--- src/hdl/arpc_pkg.sv ---
// ----------------------------------------------------------------------------
// arpc_pkg
// Shared types and codes for the ARP resolver cache.
// ----------------------------------------------------------------------------
`default_nettype none

package arpc_pkg;

	// request types
	localparam logic [1:0] REQ_SEND  = 2'd0;
	localparam logic [1:0] REQ_FRAME = 2'd1;
	localparam logic [1:0] REQ_TICK  = 2'd2;

	// received frame kinds
	localparam logic [1:0] FRAME_IPV4 = 2'd0;
	localparam logic [1:0] FRAME_ARP  = 2'd1;

	// result kinds
	localparam logic [2:0] KIND_IPV4    = 3'd0;
	localparam logic [2:0] KIND_REQ     = 3'd1;
	localparam logic [2:0] KIND_REPLY   = 3'd2;
	localparam logic [2:0] KIND_DELIVER = 3'd3;
	localparam logic [2:0] KIND_DROP    = 3'd4;

	// register indexes
	localparam logic [1:0] REG_OWN_MAC  = 2'd0;
	localparam logic [1:0] REG_OWN_IP   = 2'd1;
	localparam logic [1:0] REG_LIFETIME = 2'd2;
	localparam logic [1:0] REG_HOLDOFF  = 2'd3;

	localparam logic [31:0] LIFETIME_RST = 32'd30000;
	localparam logic [31:0] HOLDOFF_RST  = 32'd5000;
	localparam logic [47:0] MAC_BCAST    = 48'hFFFF_FFFF_FFFF;

	typedef struct packed {
		logic [1:0]  req_type;
		logic [31:0] next_hop_ip;
		logic [7:0]  dgram_tag;
		logic [47:0] frame_dst_mac;
		logic [1:0]  frame_kind;
		logic        arp_is_request;
		logic [31:0] sender_ip;
		logic [47:0] sender_mac;
		logic [31:0] target_ip;
		logic        parse_error;
		logic [31:0] elapsed_ms;
	} req_t;

	typedef struct packed {
		logic [2:0]  out_kind;
		logic [47:0] dst_mac;
		logic [31:0] arp_target_ip;
		logic [7:0]  out_tag;
		logic        last;
	} res_t;

	typedef struct packed {
		logic [47:0] own_mac;
		logic [31:0] own_ip;
		logic [31:0] cache_lifetime_ms;
		logic [31:0] request_holdoff_ms;
	} cfg_t;

	typedef enum logic [2:0] {
		OP_NONE  = 3'd0,
		OP_CSCAN = 3'd1,
		OP_RSCAN = 3'd2,
		OP_COUNT = 3'd3,
		OP_FLUSH = 3'd4,
		OP_AGEC  = 3'd5,
		OP_AGER  = 3'd6
	} op_t;

	typedef enum logic [2:0] {
		SEL_HIT     = 3'd0,
		SEL_DROP    = 3'd1,
		SEL_REQ     = 3'd2,
		SEL_REPLY   = 3'd3,
		SEL_DELIVER = 3'd4,
		SEL_FLUSH   = 3'd5
	} res_sel_t;

	typedef struct packed {
		logic     load;
		op_t      op;
		logic     step;
		logic     emit;
		res_sel_t sel;
		logic     learn_wr;
		logic     rec_wr;
		logic     append;
	} cmd_t;

	typedef struct packed {
		logic [1:0] req_type;
		logic       deliver_ok;
		logic       arp_ok;
		logic       is_req;
		logic       cache_hit;
		logic       req_out;
		logic       pend_full;
		logic       pend_empty;
		logic       idx_done;
		logic       flush_hit;
		logic       out_free;
	} sts_t;

endpackage

`default_nettype wire

--- src/hdl/arpc_ifs.sv ---
// ----------------------------------------------------------------------------
// arpc_ifs
// Valid/ready channels for request and result transactions.
// ----------------------------------------------------------------------------
`default_nettype none

interface arpc_req_if;
	logic          valid;
	logic          ready;
	arpc_pkg::req_t data;
	modport source(output valid, output data, input ready);
	modport sink(input valid, input data, output ready);
endinterface

interface arpc_res_if;
	logic          valid;
	logic          ready;
	arpc_pkg::res_t data;
	modport source(output valid, output data, input ready);
	modport sink(input valid, input data, output ready);
endinterface

`default_nettype wire

--- src/hdl/arp_resolver_cache.sv ---
// ----------------------------------------------------------------------------
// arp_resolver_cache
// ARP resolver: next-hop cache, outstanding request table, pending queue.
// ----------------------------------------------------------------------------
// One transaction at a time is processed; req.ready is high only while the
// sequencer is idle, and results leave through a single output register so
// a new transaction can be taken while the last result waits. Table scans
// step one entry per cycle, but the pending flush holds a matching entry
// until the output register is free. A send scans the cache and, on a miss,
// the request table; an ARP message counts matching pending entries, scans
// the cache, learns the sender and flushes the pending queue; a tick ages
// both tables. An emit waits while res.ready leaves a result in the output
// register. Configuration is a 64-bit APB port, register i at byte address
// 8*i, to be written only while the block is idle.
// ----------------------------------------------------------------------------
`default_nettype none

module arp_resolver_cache #(
	parameter int CACHE_ENTRIES   = 16,
	parameter int REQUEST_ENTRIES = 16,
	parameter int PENDING_DEPTH   = 16
) (
	input  wire         clk,
	input  wire         arst_n,
	input  wire         psel,
	input  wire         penable,
	input  wire         pwrite,
	input  wire  [4:0]  paddr,
	input  wire  [63:0] pwdata,
	output logic [63:0] prdata,
	output logic        pready,
	arpc_req_if.sink    req,
	arpc_res_if.source  res
);
	import arpc_pkg::*;

	cfg_t cfg_q;
	cmd_t cmd;
	sts_t sts;
	logic [1:0] reg_idx;

	assign reg_idx = paddr[4:3];
	assign pready  = 1'b1;

	// configuration registers
	always_ff @(posedge clk or negedge arst_n) begin
		if (!arst_n) begin
			cfg_q.own_mac            <= '0;
			cfg_q.own_ip             <= '0;
			cfg_q.cache_lifetime_ms  <= LIFETIME_RST;
			cfg_q.request_holdoff_ms <= HOLDOFF_RST;
		end else if (psel && penable && pwrite) begin
			case (reg_idx)
				REG_OWN_MAC:  cfg_q.own_mac            <= pwdata[47:0];
				REG_OWN_IP:   cfg_q.own_ip             <= pwdata[31:0];
				REG_LIFETIME: cfg_q.cache_lifetime_ms  <= pwdata[31:0];
				REG_HOLDOFF:  cfg_q.request_holdoff_ms <= pwdata[31:0];
				default: ;
			endcase
		end
	end

	always_comb begin
		case (reg_idx)
			REG_OWN_MAC:  prdata = {16'd0, cfg_q.own_mac};
			REG_OWN_IP:   prdata = {32'd0, cfg_q.own_ip};
			REG_LIFETIME: prdata = {32'd0, cfg_q.cache_lifetime_ms};
			REG_HOLDOFF:  prdata = {32'd0, cfg_q.request_holdoff_ms};
			default:      prdata = '0;
		endcase
	end

	arpc_ctrl u_ctrl (
		.clk      (clk),
		.arst_n   (arst_n),
		.in_valid (req.valid),
		.in_ready (req.ready),
		.sts      (sts),
		.cmd      (cmd)
	);

	arpc_dp #(
		.CACHE_ENTRIES   (CACHE_ENTRIES),
		.REQUEST_ENTRIES (REQUEST_ENTRIES),
		.PENDING_DEPTH   (PENDING_DEPTH)
	) u_dp (
		.clk       (clk),
		.arst_n    (arst_n),
		.cfg       (cfg_q),
		.in_data   (req.data),
		.cmd       (cmd),
		.sts       (sts),
		.res_valid (res.valid),
		.res_ready (res.ready),
		.res_data  (res.data)
	);

	// one transaction in flight: no accept right after an accept
	a_one_at_a_time: assert property (@(posedge clk) disable iff (!arst_n)
		req.valid && req.ready |=> !req.ready)
		else $error("request accepted while busy");

	a_kind_legal: assert property (@(posedge clk) disable iff (!arst_n)
		res.valid |-> res.data.out_kind <= KIND_DROP)
		else $error("illegal result kind");

	a_bcast_req: assert property (@(posedge clk) disable iff (!arst_n)
		res.valid && res.data.out_kind == KIND_REQ |->
			res.data.dst_mac == MAC_BCAST && res.data.out_tag == 8'd0)
		else $error("ARP request not broadcast");

endmodule

`default_nettype wire

--- src/hdl/arpc_dp.sv ---
// ----------------------------------------------------------------------------
// arpc_dp
// Cache, request and pending tables with their scan unit and result register.
// ----------------------------------------------------------------------------
`default_nettype none

module arpc_dp #(
	parameter int CACHE_ENTRIES   = 16,
	parameter int REQUEST_ENTRIES = 16,
	parameter int PENDING_DEPTH   = 16
) (
	input  wire             clk,
	input  wire             arst_n,
	input  arpc_pkg::cfg_t  cfg,
	input  arpc_pkg::req_t  in_data,
	input  arpc_pkg::cmd_t  cmd,
	output arpc_pkg::sts_t  sts,
	output logic            res_valid,
	input  wire             res_ready,
	output arpc_pkg::res_t  res_data
);
	import arpc_pkg::*;

	localparam int CW  = (CACHE_ENTRIES > 1) ? $clog2(CACHE_ENTRIES) : 1;
	localparam int RW  = (REQUEST_ENTRIES > 1) ? $clog2(REQUEST_ENTRIES) : 1;
	localparam int PW  = (PENDING_DEPTH > 1) ? $clog2(PENDING_DEPTH) : 1;
	localparam int PCW = $clog2(PENDING_DEPTH + 1);
	localparam int IW0 = (CW > RW) ? CW : RW;
	localparam int IW  = (IW0 > PW) ? IW0 : PW;

	req_t          item_q;
	logic [IW-1:0] idx_q;

	logic        cvalid_q [CACHE_ENTRIES];
	logic [31:0] cip_q    [CACHE_ENTRIES];
	logic [47:0] cmac_q   [CACHE_ENTRIES];
	logic [31:0] cage_q   [CACHE_ENTRIES];
	logic        rvalid_q [REQUEST_ENTRIES];
	logic [31:0] rip_q    [REQUEST_ENTRIES];
	logic [31:0] rage_q   [REQUEST_ENTRIES];
	logic [PCW-1:0] pcount_q;
	logic [31:0] pip_q    [PENDING_DEPTH];
	logic [7:0]  ph_q     [PENDING_DEPTH];

	logic          hit_found_q, cfree_found_q, rout_q, rfree_found_q;
	logic [CW-1:0] hit_idx_q, cfree_idx_q, cold_idx_q;
	logic [47:0]   hit_mac_q;
	logic [31:0]   cold_age_q, rold_age_q;
	logic [RW-1:0] rfree_idx_q, rold_idx_q;
	logic [PCW-1:0] mcnt_q, wp_q;

	logic   res_valid_q;
	res_t   res_q;

	logic [CW-1:0] ci;
	logic [RW-1:0] ri;
	logic [PW-1:0] pi;
	logic [32:0]   csum, rsum;
	logic [31:0]   cage_new, rage_new, look_ip;
	logic          cmatch, rmatch, pmatch, cfirst, rfirst;
	logic          cdone, rdone, pdone, out_free;
	logic [CW-1:0] learn_slot;
	logic [RW-1:0] rec_slot;
	res_t          res_next;

	assign ci = idx_q[CW-1:0];
	assign ri = idx_q[RW-1:0];
	assign pi = idx_q[PW-1:0];

	assign look_ip  = (item_q.req_type == REQ_SEND) ? item_q.next_hop_ip : item_q.sender_ip;
	assign cmatch   = cvalid_q[ci] && (cip_q[ci] == look_ip);
	assign rmatch   = rvalid_q[ri] && (rip_q[ri] == item_q.next_hop_ip);
	assign pmatch   = pip_q[pi] == item_q.sender_ip;
	assign cfirst   = ci == '0;
	assign rfirst   = ri == '0;

	// saturating age update
	assign csum     = {1'b0, cage_q[ci]} + {1'b0, item_q.elapsed_ms};
	assign rsum     = {1'b0, rage_q[ri]} + {1'b0, item_q.elapsed_ms};
	assign cage_new = csum[32] ? '1 : csum[31:0];
	assign rage_new = rsum[32] ? '1 : rsum[31:0];

	assign cdone = ci == CW'(CACHE_ENTRIES - 1);
	assign rdone = ri == RW'(REQUEST_ENTRIES - 1);
	assign pdone = PCW'(pi) == (pcount_q - PCW'(1));

	assign learn_slot = hit_found_q ? hit_idx_q : (cfree_found_q ? cfree_idx_q : cold_idx_q);
	assign rec_slot   = rfree_found_q ? rfree_idx_q : rold_idx_q;

	assign out_free = !res_valid_q || res_ready;

	always_comb begin
		logic frame_ok;
		frame_ok = ((item_q.frame_dst_mac == MAC_BCAST) ||
			(item_q.frame_dst_mac == cfg.own_mac)) && !item_q.parse_error;
		sts.req_type   = item_q.req_type;
		sts.deliver_ok = frame_ok && (item_q.frame_kind == FRAME_IPV4);
		sts.arp_ok     = frame_ok && (item_q.frame_kind == FRAME_ARP) &&
			(!item_q.arp_is_request || (item_q.target_ip == cfg.own_ip));
		sts.is_req     = item_q.arp_is_request;
		sts.cache_hit  = hit_found_q;
		sts.req_out    = rout_q;
		sts.pend_full  = pcount_q == PCW'(PENDING_DEPTH);
		sts.pend_empty = pcount_q == '0;
		sts.flush_hit  = pmatch;
		sts.out_free   = out_free;
		case (cmd.op)
			OP_CSCAN, OP_AGEC: sts.idx_done = cdone;
			OP_RSCAN, OP_AGER: sts.idx_done = rdone;
			OP_COUNT, OP_FLUSH: sts.idx_done = pdone;
			default: sts.idx_done = 1'b0;
		endcase
	end

	always_comb begin
		res_next = '0;
		case (cmd.sel)
			SEL_HIT: begin
				res_next.out_kind = KIND_IPV4;
				res_next.dst_mac  = hit_mac_q;
				res_next.out_tag  = item_q.dgram_tag;
				res_next.last     = 1'b1;
			end
			SEL_DROP: begin
				res_next.out_kind = KIND_DROP;
				res_next.out_tag  = item_q.dgram_tag;
				res_next.last     = rout_q;
			end
			SEL_REQ: begin
				res_next.out_kind      = KIND_REQ;
				res_next.dst_mac       = MAC_BCAST;
				res_next.arp_target_ip = item_q.next_hop_ip;
				res_next.last          = 1'b1;
			end
			SEL_REPLY: begin
				res_next.out_kind      = KIND_REPLY;
				res_next.dst_mac       = item_q.sender_mac;
				res_next.arp_target_ip = item_q.sender_ip;
				res_next.last          = mcnt_q == '0;
			end
			SEL_DELIVER: begin
				res_next.out_kind = KIND_DELIVER;
				res_next.out_tag  = item_q.dgram_tag;
				res_next.last     = 1'b1;
			end
			SEL_FLUSH: begin
				res_next.out_kind = KIND_IPV4;
				res_next.dst_mac  = item_q.sender_mac;
				res_next.out_tag  = ph_q[pi];
				res_next.last     = mcnt_q == PCW'(1);
			end
			default: res_next = '0;
		endcase
	end

	// control state
	always_ff @(posedge clk or negedge arst_n) begin
		if (!arst_n) begin
			idx_q         <= '0;
			pcount_q      <= '0;
			wp_q          <= '0;
			mcnt_q        <= '0;
			hit_found_q   <= 1'b0;
			cfree_found_q <= 1'b0;
			rout_q        <= 1'b0;
			rfree_found_q <= 1'b0;
			res_valid_q   <= 1'b0;
			for (int i = 0; i < CACHE_ENTRIES; i++) cvalid_q[i] <= 1'b0;
			for (int i = 0; i < REQUEST_ENTRIES; i++) rvalid_q[i] <= 1'b0;
		end else begin
			if (cmd.load) begin
				mcnt_q <= '0;
				wp_q   <= '0;
			end
			if (cmd.step) begin
				idx_q <= sts.idx_done ? '0 : idx_q + IW'(1);
			end
			if (cmd.step && cmd.op == OP_CSCAN) begin
				hit_found_q   <= (cfirst ? 1'b0 : hit_found_q) | cmatch;
				cfree_found_q <= (cfirst ? 1'b0 : cfree_found_q) | !cvalid_q[ci];
			end
			if (cmd.step && cmd.op == OP_RSCAN) begin
				rout_q        <= (rfirst ? 1'b0 : rout_q) | rmatch;
				rfree_found_q <= (rfirst ? 1'b0 : rfree_found_q) | !rvalid_q[ri];
			end
			if (cmd.step && cmd.op == OP_COUNT && pmatch) begin
				mcnt_q <= mcnt_q + PCW'(1);
			end
			if (cmd.step && cmd.op == OP_FLUSH) begin
				if (pmatch) mcnt_q <= mcnt_q - PCW'(1);
				else wp_q <= wp_q + PCW'(1);
				if (pdone) pcount_q <= wp_q + PCW'(!pmatch);
			end
			if (cmd.step && cmd.op == OP_AGEC && cvalid_q[ci] &&
					cage_new >= cfg.cache_lifetime_ms) begin
				cvalid_q[ci] <= 1'b0;
			end
			if (cmd.step && cmd.op == OP_AGER && rvalid_q[ri] &&
					rage_new >= cfg.request_holdoff_ms) begin
				rvalid_q[ri] <= 1'b0;
			end
			if (cmd.learn_wr) cvalid_q[learn_slot] <= 1'b1;
			if (cmd.rec_wr) rvalid_q[rec_slot] <= 1'b1;
			if (cmd.append) pcount_q <= pcount_q + PCW'(1);
			if (cmd.emit) res_valid_q <= 1'b1;
			else if (res_ready) res_valid_q <= 1'b0;
		end
	end

	// table payload and scan trackers
	always_ff @(posedge clk) begin
		if (cmd.load) item_q <= in_data;
		if (cmd.step && cmd.op == OP_CSCAN) begin
			if (cmatch && (cfirst || !hit_found_q)) begin
				hit_idx_q <= ci;
				hit_mac_q <= cmac_q[ci];
			end
			if (!cvalid_q[ci] && (cfirst || !cfree_found_q)) cfree_idx_q <= ci;
			// oldest entry, lowest index on ties
			if (cfirst || cage_q[ci] > cold_age_q) begin
				cold_idx_q <= ci;
				cold_age_q <= cage_q[ci];
			end
		end
		if (cmd.step && cmd.op == OP_RSCAN) begin
			if (!rvalid_q[ri] && (rfirst || !rfree_found_q)) rfree_idx_q <= ri;
			if (rfirst || rage_q[ri] > rold_age_q) begin
				rold_idx_q <= ri;
				rold_age_q <= rage_q[ri];
			end
		end
		if (cmd.step && cmd.op == OP_FLUSH && !pmatch) begin
			pip_q[wp_q[PW-1:0]] <= pip_q[pi];
			ph_q[wp_q[PW-1:0]]  <= ph_q[pi];
		end
		if (cmd.step && cmd.op == OP_AGEC && cvalid_q[ci]) cage_q[ci] <= cage_new;
		if (cmd.step && cmd.op == OP_AGER && rvalid_q[ri]) rage_q[ri] <= rage_new;
		if (cmd.learn_wr) begin
			cip_q[learn_slot]  <= item_q.sender_ip;
			cmac_q[learn_slot] <= item_q.sender_mac;
			cage_q[learn_slot] <= '0;
		end
		if (cmd.rec_wr) begin
			rip_q[rec_slot]  <= item_q.next_hop_ip;
			rage_q[rec_slot] <= '0;
		end
		if (cmd.append) begin
			pip_q[pcount_q[PW-1:0]] <= item_q.next_hop_ip;
			ph_q[pcount_q[PW-1:0]]  <= item_q.dgram_tag;
		end
		if (cmd.emit) res_q <= res_next;
	end

	assign res_valid = res_valid_q;
	assign res_data  = res_q;

endmodule

`default_nettype wire

--- src/hdl/arpc_ctrl.sv ---
// ----------------------------------------------------------------------------
// arpc_ctrl
// Sequencer that walks each transaction through table scans and emits.
// ----------------------------------------------------------------------------
`default_nettype none

module arpc_ctrl (
	input  wire            clk,
	input  wire            arst_n,
	input  wire            in_valid,
	output logic           in_ready,
	input  arpc_pkg::sts_t sts,
	output arpc_pkg::cmd_t cmd
);
	import arpc_pkg::*;

	typedef enum logic [15:0] {
		ST_IDLE    = 16'h0001,
		ST_DECODE  = 16'h0002,
		ST_CSCAN   = 16'h0004,
		ST_HIT     = 16'h0008,
		ST_RSCAN   = 16'h0010,
		ST_APPEND  = 16'h0020,
		ST_DROP    = 16'h0040,
		ST_REQ     = 16'h0080,
		ST_DELIVER = 16'h0100,
		ST_COUNT   = 16'h0200,
		ST_REPLY   = 16'h0400,
		ST_LSCAN   = 16'h0800,
		ST_LEARN   = 16'h1000,
		ST_FLUSH   = 16'h2000,
		ST_AGEC    = 16'h4000,
		ST_AGER    = 16'h8000
	} state_t;

	state_t state_q, state_d;

	always_comb begin
		state_d  = state_q;
		cmd      = '0;
		cmd.op   = OP_NONE;
		cmd.sel  = SEL_HIT;
		in_ready = 1'b0;
		case (state_q)
			ST_IDLE: begin
				in_ready = 1'b1;
				if (in_valid) begin
					cmd.load = 1'b1;
					state_d  = ST_DECODE;
				end
			end
			ST_DECODE: begin
				case (sts.req_type)
					REQ_SEND: state_d = ST_CSCAN;
					REQ_FRAME: begin
						if (sts.deliver_ok) state_d = ST_DELIVER;
						else if (sts.arp_ok) begin
							if (!sts.pend_empty) state_d = ST_COUNT;
							else if (sts.is_req) state_d = ST_REPLY;
							else state_d = ST_LSCAN;
						end else state_d = ST_IDLE;
					end
					REQ_TICK: state_d = ST_AGEC;
					default: state_d = ST_IDLE;
				endcase
			end
			ST_CSCAN: begin
				cmd.op   = OP_CSCAN;
				cmd.step = 1'b1;
				if (sts.idx_done) state_d = ST_HIT;
			end
			ST_HIT: begin
				cmd.sel = SEL_HIT;
				if (!sts.cache_hit) state_d = ST_RSCAN;
				else if (sts.out_free) begin
					cmd.emit = 1'b1;
					state_d  = ST_IDLE;
				end
			end
			ST_RSCAN: begin
				cmd.op   = OP_RSCAN;
				cmd.step = 1'b1;
				if (sts.idx_done) state_d = ST_APPEND;
			end
			ST_APPEND: begin
				cmd.append = !sts.pend_full;
				if (sts.pend_full) state_d = ST_DROP;
				else if (sts.req_out) state_d = ST_IDLE;
				else state_d = ST_REQ;
			end
			ST_DROP: begin
				cmd.sel = SEL_DROP;
				if (sts.out_free) begin
					cmd.emit = 1'b1;
					state_d  = sts.req_out ? ST_IDLE : ST_REQ;
				end
			end
			ST_REQ: begin
				cmd.sel = SEL_REQ;
				if (sts.out_free) begin
					cmd.emit   = 1'b1;
					cmd.rec_wr = 1'b1;
					state_d    = ST_IDLE;
				end
			end
			ST_DELIVER: begin
				cmd.sel = SEL_DELIVER;
				if (sts.out_free) begin
					cmd.emit = 1'b1;
					state_d  = ST_IDLE;
				end
			end
			ST_COUNT: begin
				cmd.op   = OP_COUNT;
				cmd.step = 1'b1;
				if (sts.idx_done) state_d = sts.is_req ? ST_REPLY : ST_LSCAN;
			end
			ST_REPLY: begin
				cmd.sel = SEL_REPLY;
				if (sts.out_free) begin
					cmd.emit = 1'b1;
					state_d  = ST_LSCAN;
				end
			end
			ST_LSCAN: begin
				cmd.op   = OP_CSCAN;
				cmd.step = 1'b1;
				if (sts.idx_done) state_d = ST_LEARN;
			end
			ST_LEARN: begin
				cmd.learn_wr = 1'b1;
				state_d      = sts.pend_empty ? ST_IDLE : ST_FLUSH;
			end
			ST_FLUSH: begin
				cmd.op  = OP_FLUSH;
				cmd.sel = SEL_FLUSH;
				// a matching entry waits for the result register
				if (!sts.flush_hit || sts.out_free) begin
					cmd.step = 1'b1;
					cmd.emit = sts.flush_hit;
					if (sts.idx_done) state_d = ST_IDLE;
				end
			end
			ST_AGEC: begin
				cmd.op   = OP_AGEC;
				cmd.step = 1'b1;
				if (sts.idx_done) state_d = ST_AGER;
			end
			ST_AGER: begin
				cmd.op   = OP_AGER;
				cmd.step = 1'b1;
				if (sts.idx_done) state_d = ST_IDLE;
			end
			default: state_d = ST_IDLE;
		endcase
	end

	always_ff @(posedge clk or negedge arst_n) begin
		if (!arst_n) state_q <= ST_IDLE;
		else state_q <= state_d;
	end

endmodule

`default_nettype wire
--- src/flat_wrapper.sv ---
// flat-port wrapper written by rule: the top's interface ports become plain ports
module arp_resolver_cache_flat import arpc_pkg::*;
#(
	parameter int CACHE_ENTRIES   = 16,
	parameter int REQUEST_ENTRIES = 16,
	parameter int PENDING_DEPTH   = 16
)
  (clk, arst_n, psel, penable, pwrite, paddr, pwdata, prdata, pready, req_valid, req_data, req_ready, res_valid, res_data, res_ready);
  arpc_req_if req_i ();
  arpc_res_if res_i ();
  input  wire clk;
  input  wire arst_n;
  input  wire psel;
  input  wire penable;
  input  wire pwrite;
  input  wire  [4:0] paddr;
  input  wire  [63:0] pwdata;
  output logic [63:0] prdata;
  output logic pready;
  input wire logic [$bits(req_i.valid)-1:0] req_valid;
  input wire logic [$bits(req_i.data)-1:0] req_data;
  output wire logic [$bits(req_i.ready)-1:0] req_ready;
  output wire logic [$bits(res_i.valid)-1:0] res_valid;
  output wire logic [$bits(res_i.data)-1:0] res_data;
  input wire logic [$bits(res_i.ready)-1:0] res_ready;
  assign req_i.valid = req_valid;
  assign req_i.data = req_data;
  assign req_ready = req_i.ready;
  assign res_valid = res_i.valid;
  assign res_data = res_i.data;
  assign res_i.ready = res_ready;
  arp_resolver_cache #(.CACHE_ENTRIES(CACHE_ENTRIES), .REQUEST_ENTRIES(REQUEST_ENTRIES), .PENDING_DEPTH(PENDING_DEPTH)) u_core (.clk(clk), .arst_n(arst_n), .psel(psel), .penable(penable), .pwrite(pwrite), .paddr(paddr), .pwdata(pwdata), .prdata(prdata), .pready(pready), .req(req_i), .res(res_i));
endmodule
--- config.mk ---
export PLATFORM = sky130hd
export DESIGN_NAME = arp_resolver_cache_flat
export DESIGN_NICKNAME = d
export VERILOG_FILES = /design/src/hdl/arpc_pkg.sv /design/src/hdl/arpc_ifs.sv /design/src/hdl/arp_resolver_cache.sv /design/src/hdl/arpc_dp.sv /design/src/hdl/arpc_ctrl.sv /design/src/flat_wrapper.sv
export SDC_FILE = /design/constraint.sdc
export NUM_CORES = 2
export LEC_CHECK = 0
export BUFFER_PORTS_ARGS = -buffer_cell sky130_fd_sc_hd__buf_2
export CAP_MARGIN = 25
export CELL_PAD_IN_SITES_DETAIL_PLACEMENT = 1
export CELL_PAD_IN_SITES_GLOBAL_PLACEMENT = 1
export CORE_AREA = 8 8 587 589
export CTS_BUF_LIST = sky130_fd_sc_hd__clkbuf_8 sky130_fd_sc_hd__clkbuf_16
export DETAILED_ROUTE_END_ITERATION = 7
export DIE_AREA = 0 0 595 597
export PLACE_DENSITY = 0.86
export SLEW_MARGIN = 5
export SYNTH_ARGS = -nofsm -noshare
export SYNTH_HDL_FRONTEND = slang
export SYNTH_SLANG_ARGS = --single-unit
--- constraint.sdc ---
create_clock -name clk -period 7.7 [get_ports clk]
set_input_delay 1.54 -clock clk [delete_from_list [all_inputs] [get_ports clk]]
set_output_delay 1.54 -clock clk [all_outputs]
set_load 0.03 [all_outputs]
## After elaboration in Yosys (flattened, before gate mapping)

Memories as Yosys holds them, arrays and structs flattened. A register that Yosys moved wholly into a read port is not among the register bits.
Index checks and enable logic that the tools add are counted.
Widths: inputs -> output; s select.

| word-level totals | value |
|---|---|
| flip-flop bits (word level) | 630 |
| bits in writable memories | 3456 |
| input port bits | 314 |
| output and inout port bits | 159 |
| word-level logic and storage cells | 338 |
| memories | 7 |

| cells by class | value |
|---|---|
| add/subtract/negate cells | 9 |
| $lt $le $gt $ge | 10 |
| equal/unequal tests | 52 |
| multiplexer cells | 102 |
| bitwise logic cells | 12 |
| reduce and logical (&&, ||, !) cells | 77 |

Memory list:

| name | words | width | read ports | clocked after Yosys merged registers in | write ports | line | text |
|---|---|---|---|---|---|---|---|
| u_core.u_dp.cmac_q | 16 | 48 | 1 | 1 | 1 | arpc_dp.sv:36 | `logic [47:0] cmac_q [CACHE_ENTRIES];` |
| u_core.u_dp.cage_q | 16 | 32 | 1 | 0 | 1 | arpc_dp.sv:37 | `logic [31:0] cage_q [CACHE_ENTRIES];` |
| u_core.u_dp.cip_q | 16 | 32 | 1 | 0 | 1 | arpc_dp.sv:35 | `logic [31:0] cip_q [CACHE_ENTRIES];` |
| u_core.u_dp.pip_q | 16 | 32 | 1 | 0 | 1 | arpc_dp.sv:42 | `logic [31:0] pip_q [PENDING_DEPTH];` |
| u_core.u_dp.rage_q | 16 | 32 | 1 | 0 | 1 | arpc_dp.sv:40 | `logic [31:0] rage_q [REQUEST_ENTRIES];` |
| u_core.u_dp.rip_q | 16 | 32 | 1 | 0 | 1 | arpc_dp.sv:39 | `logic [31:0] rip_q [REQUEST_ENTRIES];` |
| 1 more memories | -- | -- | -- | -- | -- | -- |  |

Operators with widths:

| operator | number |
|---|---|
| $mux 16 | 19 |
| $pmux 64 s4 | 1 |
| $pmux 16 s15 | 1 |
| $mux 32 | 6 |
| $pmux 48 s3 | 1 |
| $eq 32x32->1 | 4 |
| $reduce_or 32->1 | 3 |
| $add 32x32->33 | 2 |
| $ge 32x32->1 | 2 |
| $gt 32x32->1 | 2 |
| $pmux 32 s2 | 1 |
| $mux 5 | 10 |
| $eq 48x48->1 | 1 |
| $eq 48x48->1 const B | 1 |
| $pmux 16 s3 | 1 |
| $pmux 4 s6 | 2 |
| $mux 1 | 37 |
| $and 16x16->16 | 2 |
| $mux 4 | 8 |
| $or 16x16->16 | 2 |
| $logic_and 1x1->1 | 26 |
| $mux 12 | 2 |
| $reduce_and 2->1 | 10 |
| $ne 2x2->1 const B | 9 |
| 55 further kinds | 109 |

## Logic depth before layout (Yosys ltp)

An unclocked memory read counts as a cell.

| depth | value |
|---|---|
| depth after elaboration | 13 |
| depth in mapped cells | 36 |
| depth with buffers taken out | 24 |

## Hierarchy

Synthesis repeated with hierarchy kept, for this count alone.

| second synthesis, totals | value |
|---|---|
| cell total of the unflattened synthesis | 12312 |
| area, all modules | 176523.0 um^2 |

By module, submodules not included:

| module | times used | cells an instance | area each (um^2) | sequential area each (um^2) |
|---|---|---|---|---|
| arpc_dp | 1 | 11766 | 168574.2 | 108804.4 |
| arp_resolver_cache | 1 | 387 | 6522.5 | 3618.5 |
| arpc_ctrl | 1 | 159 | 1426.4 | 401.6 |

## Least setup slack after synthesis

No wires, ideal clock.

| path | value |
|---|---|
| kind | register to register |
| from | register u_core.u_dp.idx_q[0] (netlist: u_core.u_dp.ci[0]) |
| to | register u_core.u_dp.cvalid_q[4] (netlist name) |
| setup time | 83 ps |
| arrival time | 8391 ps |
| required time | 7617 ps |
| setup slack | -774 ps |
| cell stages (with the launch flop) | 35 |
| buffers on the path | 11 |
| period minus slack after synthesis | 8474 ps |
| cells stage by stage | dfrtp_1 > buf_2 > buf_4 > buf_4 > buf_2 > buf_2 > buf_2 > buf_4 > buf_2 > mux4_2 > mux4_2 > fa_1 > a21o_1 > a21oi_1 > o21ai_0 > and3_1 > o21ai_0 > o31ai_1 > a311oi_1 > or2_2 > clkbuf_1 > clkbuf_1 > nand2_1 > ha_1 > a21o_1 > a21o_1 > a21oi_1 > o21ai_0 > a21o_1 > a21oi_1 > o21ai_0 > a221oi_1 > clkbuf_1 > o31ai_1 > o21ai_0 |

| on the way | value |
|---|---|
| cells in the longest elaborated chain, start to end | 12 |
| elaborated cells between the ends (all ways) | 27 |
| classes of those cells | add/sub: 1; order compare: 3; eq/ne: 1; mux: 10; bitwise: 4; reduce/logical: 6; memory: 2 |

Ends and longest elaborated chain:

| element | line | text |
|---|---|---|
| start, declared | arpc_dp.sv:32 | `logic [IW-1:0] idx_q;` |
| start signal, assigned | arpc_dp.sv:176 | `idx_q <= sts.idx_done ? '0 : idx_q + IW'(1);` |
| parallel branches: the longest is 9 deep, another holds $add 32x32->33 | -- |  |
| $mux 16 (*) | arpc_dp.sv:194 | `if (cmd.step && cmd.op == OP_AGEC && cvalid_q[ci] &&` |
| $or 16x16->16 (no source line) | -- |  |
| $mux 16 (*) | arpc_dp.sv:202 | `if (cmd.learn_wr) cvalid_q[learn_slot] <= 1'b1;` |
| end signal, assigned by index | arpc_dp.sv:196 | `cvalid_q[ci] <= 1'b0;` |
| end signal, assigned by index | arpc_dp.sv:202 |  |
| end, declared | arpc_dp.sv:34 | `logic cvalid_q [CACHE_ENTRIES];` |

Every way passes the cells marked *. The select of a mux whose other input is x is not followed.
A chain may end at the register's enable or synchronous reset.

## Worst setup path after layout

| path | value |
|---|---|
| from | register u_core.u_dp.idx_q[0] (netlist: u_core.u_dp.ci[0]) |
| to | register u_core.u_dp.rvalid_q[14] (netlist name) |

| on the way | value |
|---|---|
| cells in the longest elaborated chain, start to end | 12 |
| elaborated cells between the ends (all ways) | 27 |
| classes of those cells | add/sub: 1; order compare: 3; eq/ne: 1; mux: 10; bitwise: 4; reduce/logical: 6; memory: 2 |

Ends and longest elaborated chain:

| element | line | text |
|---|---|---|
| parallel branches: the longest is 9 deep, another holds $add 32x32->33 | -- |  |
| $mux 16 (*) | arpc_dp.sv:198 | `if (cmd.step && cmd.op == OP_AGER && rvalid_q[ri] &&` |
| $or 16x16->16 (no source line) | -- |  |
| $mux 16 (*) | arpc_dp.sv:203 | `if (cmd.rec_wr) rvalid_q[rec_slot] <= 1'b1;` |
| end signal, assigned by index | arpc_dp.sv:200 | `rvalid_q[ri] <= 1'b0;` |
| end signal, assigned by index | arpc_dp.sv:203 |  |
| end, declared | arpc_dp.sv:38 | `logic rvalid_q [REQUEST_ENTRIES];` |

Marks and branches as above.

==> impl_metrics.py <==
metrics = {
    "routing": {
        "routed_wl_um": 528300,
        "drt_first_pass_iters": 8,
        "drt_iter0_drc": 13809,
        "vias": 94400,
        "viasPerCell": 6.852,
        "drcViolationCount": 0,
        "ant_nets": 0,
        "wl_per_cell_um": 38.35,
    },
    "synthesis": {
        "syn_inst": 8121,
        "yosysMostFrequentCell": "edfxtp_1",
        "ys_ff_latch": 4134,
        "synthArstFlopShare_pct": 5.225,
        "synth_top_area_share_pct": 70.53,
        "yosys_most_used_dff": "edfxtp_1",
        "syn_area_per_cell_um2": 20.54,
        "yosysTopAreaCell": "edfxtp_1",
        "netlist_area_um2": 166800,
        "yosysUniqueCellTypes": 103,
        "synth_common_cells": "edfxtp_1 (3918), mux4_2 (1058), nand2_1 (269), ha_1 (208), dfrtp_1 (203)",
        "yosysWarnings": 0,
        "synth-edff-count": 3918,
        "synth_seq_area_share_pct": 73.78,
        "synthTopCellsByArea": "edfxtp_1 (71%), mux4_2 (14%), dfrtp_1 (3.0%)",
    },
    "global_route": {
        "gr-usage-all-layers_pct": 28.84,
        "grt_overflow": 0,
        "grt_max_degree": 120,
        "antenna_found_initial": 38,
        "grt_pass1_vias": 99178,
        "grt_pass1_wl_um": 740100,
    },
    "power_and_ir_drop": {
        "netSwitchingPower_mw": 21.77,
        "p_int_mw": 47.25,
        "swShare_pct": 31.54,
        "finalPower_mw": 69.02,
        "p_per_area_nw_per_um2": 359.5,
        "ir_drop_mv": 0.2432,
        "pwr-share-seq_pct": 42.7,
        "power.leakage_nw": 63.29,
        "comb_power_share_pct": 27.6,
        "power.share.clock_pct": 29.7,
    },
    "clocking": {
        "cts_num_sinks": 4134,
        "insertion_delay_ps": 1000,
        "clock_path_buffers": 4,
        "clk_pin_slew_ps": 60,
        "ctsHoldBuffers": 0,
        "cts_max_level": 5,
        "root_buffer": "clkbuf_16",
        "cts_made_buffers": 414,
        "tritoncts": "done",
    },
    "worst_setup_path": {
        "r2r_setup_slack_ps": 60,
        "worstPathArrival_ps": 8520,
        "required_ps": 8580,
        "path_class": "reg2reg",
        "reg2reg_from": "u_core.u_dp.ci[0]",
        "reg2reg_depth": 27,
        "crit_fanout": 45,
        "startpoint_type": "flip-flop",
        "r2r-end": "u_core.u_dp.rvalid_q[14]",
        "cp-end-kind": "flip-flop",
    },
    "timing": {
        "clock.fmax_ghz": 0.1309,
        "relSlewSlack_pct": 10.53,
        "setup_viol": 0,
        "setup_ws_ps": 60.46,
        "fin_crit_ps": 7640,
        "finalCritPeriodShare_pct": 99.21,
        "setup-tns-final_ps": 0,
        "hold_viol": 0,
        "timing.hold.ws_ps": 545.6,
        "finalMaxSlewViolations": 0,
        "tightestPinTransition_ps": 1330,
        "fin_worst_skew_ps": 107.6,
    },
    "floorplanning": {
        "initial_utilization_pct": 49.75,
        "io_pins": 473,
        "dieArea_um2": 355200,
        "rows": 213,
        "die_h_um": 597,
        "die-width_um": 595,
        "core_area_um2": 335300,
    },
    "cells_and_area": {
        "drive_gt1_share_pct": 30.37,
        "n_fill_cell": 28565,
        "layout.nets": 9524,
        "area_growth_pct": 15.08,
    },
    "placed_design": {
        "place_congestion": 0.8678,
        "dp_slack_ps": -347.3,
        "hpwlAfterDp_um": 295100,
        "port_buffers": 436,
    },
    "hold_path": {
        "hold_class": "reg2reg",
        "hp-start": "u_core.cfg_q[40]",
        "min_path_cells": 2,
        "worstHoldEndpoint": "u_core.cfg_q[40]",
    },
    "outcome": {
        "run_status": "complete, no violations",
    },
    "flow_run": {
        "maxCapViolCount": 0,
    },
}
state kept, by name, summed over array words and instances, names as in the netlist, 92 cells and up:
| register | flops |
|---|---|
| u_core.u_dp.item_q | 235 |
| u_core.u_dp.pip_q | 512 |
| u_core.u_dp.rage_q | 512 |
| u_core.u_dp.rip_q | 512 |
| u_core.cfg_q | 144 |
| u_core.u_dp.cage_q | 512 |
| u_core.u_dp.ph_q | 128 |
| u_core.u_dp.cmac_q | 768 |
| u_core.u_dp.cip_q | 512 |
| u_core.u_dp.res_data | 92 |
power by group through the flow:
stage               combinational, mW  sequential (mW)  clock [mW]
floorplan                        11.6             29.6           0
global placement                 15.9             29.8           0
detailed placement               17.3             29.9           0
CTS                              18.2             29.5        20.7
global route                     19.9             29.5        21.3
finish                           19.1             29.4        20.5
logic make-up (layout without fill, tap and decap cells):
kind of cell,count (synthesis),after routing,share of synthesized area [%]
flops,4134,4134,73.78
mux,1327,1327,16.03
simple gates,902,902,2.746
compound gates,720,720,2.942
buf+inv,555,1764,1.493
xor+xnor,271,271,1.423
fa+ha+maj,210,210,1.584
other cells,2,41,0.004502
worst max-delay path by stage:
stage | startpoint | to | slack (ps) | cells after the start
3_3_place_gp | u_core.u_dp.ci[0] | u_core.u_dp.cvalid_q[11] | -70 | 26
2_1_floorplan | u_core.u_dp.ci[1] | u_core.u_dp.cvalid_q[4] | 5 | 36
3_5_place_dp | u_core.u_dp.ci[0] | u_core.u_dp.cvalid_q[1] | -350 | 26
4_1_cts | u_core.u_dp.ci[0] | u_core.u_dp.cvalid_q[3] | 0.6 | 27
5_1_grt | u_core.u_dp.ci[0] | u_core.u_dp.cvalid_q[3] | -30 | 28
6_report | u_core.u_dp.ci[0] | u_core.u_dp.rvalid_q[14] | 60 | 27
timing repair:
action                                  CTS  global route
endpoints found under the setup margin   32            32
pin swaps                                 0             2
gates cloned                              1             1
setup buffers                             4             7
gates resized for setup                   9            20
layout make-up:
type / count / area, um2 / area share, %
Clock buffer: 433 / 10710 / 5.580
Sequential cell: 4134 / 123100 / 64.12
Multi-Input combinational cell: 3447 / 42120 / 21.94
Inverter: 166 / 626.9 / 0.3265
Tap cell: 4407 / 5514 / 2.872
Clock inverter: 328 / 2902 / 1.511
Timing Repair Buffer: 837 / 6944 / 3.617
Antenna cell: 24 / 60.06 / 0.03128
worst max-delay path: stages, from the launching register on:
cell and delay, ps:
dfrtp_4 450, buf_12 140, buf_16 290, mux4_2 600, mux4_2 570, ha_1 390, o21ai_1 140, o21a_2 290
o31ai_4 390, o22ai_4 150, a2bb2oi_4 190, o311ai_2 420, a22o_1 340, o31ai_4 100, buf_12 170, o21ai_0 250
ha_1 380, a21o_1 190, a21o_1 170, a21oi_1 170, o211ai_1 190, a221oi_2 330, o31ai_2 160, a221o_1 380
nand4_1 190, buf_12 170, o21ai_0 130, o21ai_0 140
per-layer routing:
metal	vias to the layer above	wire length [um]	global-route usage (%)	part of all wire (%)
met2	7908	252800	47.47	48
met4	20	33060	15.10	6.3
met5	-	136	0	0.026
li1	35321	-	-	-
met3	2020	60970	7.103	12
met1	49131	181300	35.68	34
stage by stage:
step           utilization, %  cell area, um2  cells
6_report                57.26          192000  13776
3_5_place_dp            52.94          177500  12936
2_1_floorplan               -          167000   8136
5_1_grt                 57.24          191900  13754
3_3_place_gp            52.90          177400  12922
4_1_cts                 57.05          191300  13702
layout by cell type, fill, tap and decap left out, types with 64 or more instances in the layout:
cell type / n
xnor2_1: 126
xor2_1: 145
nand4_1: 69
and2_1: 64
ha_1: 208
clkbuf_16: 423
buf_4: 253
edfxtp_1: 3918
buf_2: 445
mux2_2: 155
nor2_1: 136
clkinv_2: 82
nand2_1: 267
buf_12: 121
o21ai_0: 179
mux2i_1: 110
inv_1: 230
dfrtp_1: 199
clkinv_1: 88
a21oi_1: 130
a21o_1: 71
mux4_2: 1058
No activity file was read; power rests on OpenSTA's default activity.
